File: src/rtl/htma_pkg.sv
package htma_pkg;

  localparam int RAW_W  = 16;
  localparam int OFS_W  = 13;
  localparam int TEMP_W = 17;
  localparam int HUM_W  = 16;

  localparam int IN_TDATA_W  = 32;
  localparam int OUT_TDATA_W = 40;

  // configuration register indexes
  typedef enum logic [0:0] {
    CFG_TEMP_OFS = 1'b0,
    CFG_HUM_OFS  = 1'b1
  } cfg_idx_t;

  localparam logic signed [OFS_W-1:0] TEMP_OFS_RST = -13'sd256;
  localparam logic signed [OFS_W-1:0] HUM_OFS_RST  = 13'sd1280;

  localparam logic [7:0]  TEMP_GAIN = 8'd165;
  localparam logic [7:0]  HUM_GAIN  = 8'd100;
  localparam logic [17:0] TEMP_BIAS = 18'd10240;   // 40 degrees in 1/256 units

  typedef struct packed {
    logic load;      // converted sample captured into the lane
    logic advance;   // lane sample enters the window, sum updates
  } lane_ctl_t;

  // raw*165/256 - 40*256 + offset; fits 17 bits signed for any offset
  function automatic logic signed [TEMP_W-1:0] temp_conv(
    input logic [RAW_W-1:0] raw,
    input logic signed [OFS_W-1:0] ofs
  );
    logic [RAW_W+7:0] prod;
    logic signed [17:0] val;
    prod = raw * TEMP_GAIN;
    val  = $signed({1'b0, prod[RAW_W+7:8]}) - $signed(TEMP_BIAS) + 18'(ofs);
    return val[TEMP_W-1:0];
  endfunction

  // raw*100/256 + offset; fits 16 bits signed for any offset
  function automatic logic signed [HUM_W-1:0] hum_conv(
    input logic [RAW_W-1:0] raw,
    input logic signed [OFS_W-1:0] ofs
  );
    logic [RAW_W+7:0] prod;
    logic signed [16:0] val;
    prod = raw * HUM_GAIN;
    val  = $signed({1'b0, prod[RAW_W+7:8]}) + 17'(ofs);
    return val[HUM_W-1:0];
  endfunction

endpackage

File: src/rtl/htma_lane.sv
module htma_lane #(
  parameter int WINDOW = 32,
  parameter int VAL_W  = 17
) (
  input  logic                    clk,
  input  logic                    rst_n,
  input  htma_pkg::lane_ctl_t     ctl,
  input  logic signed [VAL_W-1:0] conv_in,
  output logic signed [VAL_W-1:0] mean
);

  localparam int AW    = $clog2(WINDOW);
  localparam int SUM_W = VAL_W + $clog2(WINDOW);
  localparam int SHIFT = $clog2(WINDOW + 1) - 1;   // floor(log2(WINDOW))

  logic signed [VAL_W-1:0] mem [WINDOW];

  logic signed [VAL_W-1:0] conv_r;
  logic signed [VAL_W-1:0] rd_r;
  logic [AW-1:0]           ptr_r, ptr_nxt;
  logic                    wrapped_r, wrapped_nxt;
  logic signed [SUM_W-1:0] sum_r, sum_nxt;
  logic signed [VAL_W-1:0] oldest;
  logic                    ptr_last;

  assign ptr_last = (ptr_r == AW'(WINDOW - 1));

  always_comb begin
    ptr_nxt     = ptr_r;
    wrapped_nxt = wrapped_r;
    if (ctl.advance) begin
      ptr_nxt = ptr_last ? '0 : ptr_r + AW'(1);
      if (ptr_last) begin
        wrapped_nxt = 1'b1;
      end
    end
  end

  // before the first lap the oldest slot was never written: reads as zero
  assign oldest  = wrapped_r ? rd_r : '0;
  assign sum_nxt = sum_r + SUM_W'(conv_r) - SUM_W'(oldest);
  assign mean    = VAL_W'(sum_nxt >>> SHIFT);

  // read port prefetches the slot that the next beat will retire
  always_ff @(posedge clk) begin
    if (ctl.advance) begin
      mem[ptr_r] <= conv_r;
    end
    rd_r <= mem[ptr_nxt];
  end

  always_ff @(posedge clk) begin
    if (ctl.load) begin
      conv_r <= conv_in;
    end
  end

  always_ff @(posedge clk) begin
    if (!rst_n) begin
      ptr_r     <= '0;
      wrapped_r <= 1'b0;
      sum_r     <= '0;
    end else begin
      ptr_r     <= ptr_nxt;
      wrapped_r <= wrapped_nxt;
      if (ctl.advance) begin
        sum_r <= sum_nxt;
      end
    end
  end

endmodule

File: src/rtl/humidity_temperature_moving_average_top.sv
// Channel  Dir  Beat contents
// in_      in   tdata: raw_temperature[15:0], raw_humidity[31:16]
// out_     out  tdata: mean_temperature[16:0], mean_humidity[32:17], zero pad[39:33]
// cfg_     in   index 0 temperature_offset, index 1 humidity_offset (13-bit signed)
//
// One beat per cycle sustained while out_tready stays high.
// Stages: conversion register, then window/sum update (one write, one read port per lane) into the output register.
// Synchronous active-low reset clears sums, pointers and valid bits; window memory
// contents read as zero until the pointer completes its first lap, so no clearing pass.
// A stalled out_ backs up through the stages; in_tready stays high while a stage is free.
module humidity_temperature_moving_average_top #(
  parameter int WINDOW = 32
) (
  input  logic        clk,
  input  logic        rst_n,
  input  logic        in_tvalid,
  output logic        in_tready,
  input  logic [31:0] in_tdata,    // raw_temperature, raw_humidity
  output logic        out_tvalid,
  input  logic        out_tready,
  output logic [39:0] out_tdata,   // mean_temperature, mean_humidity, pad
  input  logic        cfg_wen,
  input  logic [0:0]  cfg_index,
  input  logic [12:0] cfg_wdata
);

  logic signed [htma_pkg::OFS_W-1:0] temp_ofs_r, hum_ofs_r;

  logic s1_valid_r, s1_valid_nxt;
  logic out_valid_r, out_valid_nxt;
  logic out_free;
  htma_pkg::lane_ctl_t ctl;

  logic signed [htma_pkg::TEMP_W-1:0] temp_conv, temp_mean, temp_mean_r;
  logic signed [htma_pkg::HUM_W-1:0]  hum_conv, hum_mean, hum_mean_r;

  always_ff @(posedge clk) begin
    if (!rst_n) begin
      temp_ofs_r <= htma_pkg::TEMP_OFS_RST;
      hum_ofs_r  <= htma_pkg::HUM_OFS_RST;
    end else if (cfg_wen) begin
      unique case (htma_pkg::cfg_idx_t'(cfg_index))
        htma_pkg::CFG_TEMP_OFS: temp_ofs_r <= cfg_wdata;
        htma_pkg::CFG_HUM_OFS:  hum_ofs_r  <= cfg_wdata;
        default: ;
      endcase
    end
  end

  assign out_free    = !out_valid_r || out_tready;
  assign ctl.advance = s1_valid_r && out_free;
  assign in_tready   = !s1_valid_r || ctl.advance;
  assign ctl.load    = in_tvalid && in_tready;

  always_comb begin
    s1_valid_nxt = s1_valid_r;
    if (ctl.load) begin
      s1_valid_nxt = 1'b1;
    end else if (ctl.advance) begin
      s1_valid_nxt = 1'b0;
    end
    out_valid_nxt = out_valid_r;
    if (ctl.advance) begin
      out_valid_nxt = 1'b1;
    end else if (out_tready) begin
      out_valid_nxt = 1'b0;
    end
  end

  always_ff @(posedge clk) begin
    if (!rst_n) begin
      s1_valid_r  <= 1'b0;
      out_valid_r <= 1'b0;
    end else begin
      s1_valid_r  <= s1_valid_nxt;
      out_valid_r <= out_valid_nxt;
    end
  end

  assign temp_conv = htma_pkg::temp_conv(in_tdata[15:0], temp_ofs_r);
  assign hum_conv  = htma_pkg::hum_conv(in_tdata[31:16], hum_ofs_r);

  htma_lane #(
    .WINDOW (WINDOW),
    .VAL_W  (htma_pkg::TEMP_W)
  ) u_temp_lane (
    .clk     (clk),
    .rst_n   (rst_n),
    .ctl     (ctl),
    .conv_in (temp_conv),
    .mean    (temp_mean)
  );

  htma_lane #(
    .WINDOW (WINDOW),
    .VAL_W  (htma_pkg::HUM_W)
  ) u_hum_lane (
    .clk     (clk),
    .rst_n   (rst_n),
    .ctl     (ctl),
    .conv_in (hum_conv),
    .mean    (hum_mean)
  );

  // merge: both lanes retire together into one output beat
  always_ff @(posedge clk) begin
    if (ctl.advance) begin
      temp_mean_r <= temp_mean;
      hum_mean_r  <= hum_mean;
    end
  end

  assign out_tvalid = out_valid_r;
  assign out_tdata  = {7'd0, hum_mean_r, temp_mean_r};

endmodule
File: config.mk
export PLATFORM = sky130hd
export DESIGN_NAME = humidity_temperature_moving_average_top
export DESIGN_NICKNAME = d
export VERILOG_FILES = /design/src/rtl/htma_pkg.sv /design/src/rtl/htma_lane.sv /design/src/rtl/humidity_temperature_moving_average_top.sv
export SDC_FILE = /design/constraint.sdc
export NUM_CORES = 2
export LEC_CHECK = 0
export ABC_AREA = 1
export ABC_CLOCK_PERIOD_IN_PS = 8400
export BUFFER_PORTS_ARGS = -buffer_cell sky130_fd_sc_hd__buf_2
export CAP_MARGIN = 20
export CORE_MARGIN = 4
export CORE_UTILIZATION = 35
export CTS_CLUSTER_SIZE = 8
export DETAILED_ROUTE_END_ITERATION = 8
export PLACE_DENSITY = 0.5
export REMOVE_ABC_BUFFERS = 1
export SYNTH_ARGS = -nofsm -noshare
export SYNTH_HDL_FRONTEND = slang
export SYNTH_SLANG_ARGS = --single-unit
File: constraint.sdc
create_clock -name clk -period 8.4 [get_ports clk]
set_input_delay 1.68 -clock clk [delete_from_list [all_inputs] [get_ports clk]]
set_output_delay 1.68 -clock clk [all_outputs]
set_load 0.02 [all_outputs]
==> out/metrics.cfg <==
[floorplanning]
core_area_sq_um=176100
placementRows=154
initial_core_util_pct=35.17
floorplan.die_area_sq_um=183800
io_pins=93
dieHeight_microns=428.7
die-width_microns=428.7

[synthesis]
postSynthCellCount=6457
yosys_warnings=0
synth_sequential_area_ratio_pct=58.14
synth_edf_count=1122
synth.distinct_cells=41
synth_area_sq_um=61940
synth-async-reset-ratio_pct=0
ys_ff_latch=1238
syn-mean-instance-area_sq_um=9.593
top_reg_cell_synth=edfxtp_1

[placed_design]
pre_cts_ws_ns=1.656
place_area_sq_um=65190
detailedPlacementHpwl_mm=103.2
globalplace.congestion=0.8667
placement.io_buffers=85

[sta]
totalNegativeSetupSlack_ns=0
maxSlewViolCount=0
final.min_clock_period_ns=5.928
grt_setup_unrepaired=no
finalWorstSetupSlack_ns=2.472
setup_viol=0
relSlewSlack_pct=25.64
report.final.hold_viol_count=0
clock.fmax_ghz=0.1687
tightestPinTransition_ns=1.115
clock_skew_ns=0.03824
post-route-period-util_pct=70.57

[worst_setup_path]
reg2regPathDepth=15
critical_path.max_fanout=4
arrival_ns=6.45
worstSetupEndpointType=flip-flop
critical_path_class=input pin to flip-flop
cp-start-kind=input pin
worst-endpoint-required_ns=8.92

[routing]
mean_number_of_vias_per_cell=4.800
totalWireLength_mm=175.2
routed-via-count=43210
drt_first_iter_violations=3244
drt_first_pass_iters=6
detail_route.drc_violations=0
final_antenna_net_count=0
routed_wire_length_per_instance_microns=19.46

[global_routing]
grt_remaining_overflow=0
first_pass_grt_wire_length_mm=264.9
vias_in_the_first_global_route=42070
grt_start_max_net_pins=163
gr-usage-all-layers_pct=18.72
antenna_found_initial=1

[clock_network]
ctsResizeCount=0
clk_pin_slew_worst_paths_ns=0.05
h-tree-depth=4
clk_path_buf_depth=3
cts_hold_buf=0
clk-insertion-delay-late_ns=0.79
cts_post_setup_buffers_inserted=0
cts_tree=yes
ctsRootBufferMaster=clkbuf_16
numCtsBuffers=173
tritoncts_num_sinks=1238

[cells_and_area]
final_nets=6913
antenna-diode-count=0
flow.area_growth_from_synthesis_pct=13.11
layout.cell_area.non_filler_sq_um=70060
layout-drive-gt1-share_pct=6.799
finish.utilization_pct=39.78
fill_cells=17280

[power_and_ir_drop]
cellLeakagePower_nw=30.93
power-per-cell-area_nw_per_um2=304.6
max-vdd-ir-drop_v=0.0001831
report.power.total_mw=21.34

[status]
result_of_the_run=complete, no violations

[worst_hold_path]
holdCritPathClass=flip-flop to flip-flop
depth_of_the_worst_hold_timing_path=2

[flow_run]
drv_cap=0

-- path summary, 6_finish.rpt --
path / slack, ns / endpoint / start
max: 2.47 / u_temp_lane.conv_r[11] / in_tdata[3]
min: 0.49 / hum_ofs_r[3] / hum_ofs_r[3]
max reg2reg: 3.94 / u_temp_lane.rd_r[10] / u_temp_lane.ptr_r[0]
min reg2reg: 0.49 / hum_ofs_r[3] / hum_ofs_r[3]
-- critical path, stage by stage --
cell	delay (ns)
buf_2	0.13
ha_1	0.29
inv_1	0.05
fa_1	0.47
inv_1	0.05
fa_1	0.43
ha_1	0.29
ha_1	0.35
nand2_1	0.13
nor2_1	0.20
nand2_1	0.07
o211ai_1	0.19
xor2_1	0.21
ha_1	0.26
ha_1	0.21
fa_1	0.47
nand3_1	0.08
nand2_1	0.11
a21oi_1	0.28
o21ai_0	0.18
nand3_1	0.10
nand2_1	0.06
xor2_1	0.14
-- cells in the mapped netlist, types with 7 or more instances --
| master | n | area, sq um |
|---|---|---|
| xor2_1 | 57 | 499.2 |
| xnor2_1 | 18 | 157.7 |
| o21bai_1 | 12 | 90.09 |
| nand3b_1 | 137 | 1028 |
| buf_4 | 26 | 195.2 |
| inv_1 | 1358 | 5097 |
| buf_1 | 17 | 63.81 |
| nor3_1 | 28 | 140.1 |
| buf_6 | 10 | 112.6 |
| a21o_1 | 10 | 75.07 |
| ha_1 | 214 | 2678 |
| o211ai_1 | 7 | 52.55 |
| o21ai_0 | 103 | 515.5 |
| a21oi_1 | 145 | 725.7 |
| nand2_1 | 1364 | 5120 |
| buf_2 | 132 | 660.6 |
| nand4_1 | 12 | 75.07 |
| fa_1 | 74 | 1481 |
| nand3_1 | 1130 | 5655 |
| edfxtp_1 | 1122 | 33690 |
| dfxtp_1 | 116 | 2322 |
| nand2_2 | 7 | 43.79 |
| nor2_1 | 231 | 867.1 |
| clkbuf_1 | 90 | 337.8 |
-- cell families after synthesis --
kind of cell | count (synthesis) | synth area share, %
compound gates | 297 | 2.608
xor+xnor | 75 | 1.060
fa+ha+maj | 288 | 6.714
buf+inv | 1640 | 10.48
flops | 1238 | 58.14
other cells | 1 | 0.006054
simple gates | 2918 | 20.99
-- flip-flops by register name (all words and copies together) (netlist names), 13 cells and up --
name / cells
u_temp_lane.rd_r: 17
u_hum_lane.sum_r: 21
temp_mean_r: 17
u_hum_lane.rd_r: 16
hum_mean_r: 16
u_temp_lane.conv_r: 17
u_hum_lane.mem: 512
temp_ofs_r: 13
u_hum_lane.conv_r: 16
hum_ofs_r: 13
u_temp_lane.sum_r: 22
u_temp_lane.mem: 544
-- area by class of cell --
cell class,instances,area (sq um),share of cell area (%)
tap,2340,2928,4.179
clock buffer,250,4682,6.683
multi-input combinational,3585,19670,28.07
sequential,1238,36010,51.40
timing repair buffer,211,1471,2.100
inverter,1365,5126,7.317
clock inverter,14,172.7,0.2464
-- report_power, final --
part / switching (mW) / total, mW / leakage [nW] / internal (mW)
Sequential: 0.146 / 8.11 / 11.1 / 7.96
Combinational: 4.86 / 6.82 / 17.5 / 1.96
Clock: 2.60 / 6.40 / 2.34 / 3.81
-- metrics by stage --
stage	hold slack, ns	std cells
4_1_cts	0.4972	9002
5_1_grt	0.5213	9003
3_3_place_gp	0.4710	8733
6_report	0.4914	9003
3_5_place_dp	0.4827	8738
2_1_floorplan	0.4354	6188
-- metal layers --
| metal | up-vias | share of wire (%) | global-route usage, % |
|---|---|---|---|
| li1 | 21140 | - | - |
| met1 | 20720 | 44 | 24.68 |
| met2 | 1048 | 48 | 31.65 |
| met3 | 302 | 4.8 | 2.779 |
| met4 | 0 | 3.2 | 6.141 |
| met5 | - | 0 | 0 |
-- cell usage in the layout (no fill, tap or decap), drive strengths merged, types with 7 or more instances in the layout --
master	netlist	layout
nand2	1372	1372
inv	1364	1369
nand3	1132	1132
edfxtp	1122	1122
clkbuf	90	250
nor2	231	231
ha	214	214
buf	185	211
a21oi	145	145
nand3b	137	137
dfxtp	116	116
o21ai	110	110
fa	74	74
xor2	57	57
nor3	28	28
xnor2	18	18
nand4	12	12
o21bai	12	12
a21o	10	10
clkinv	1	10
o211ai	7	7
conb	1	7
Power figures use the tool's default switching activity.
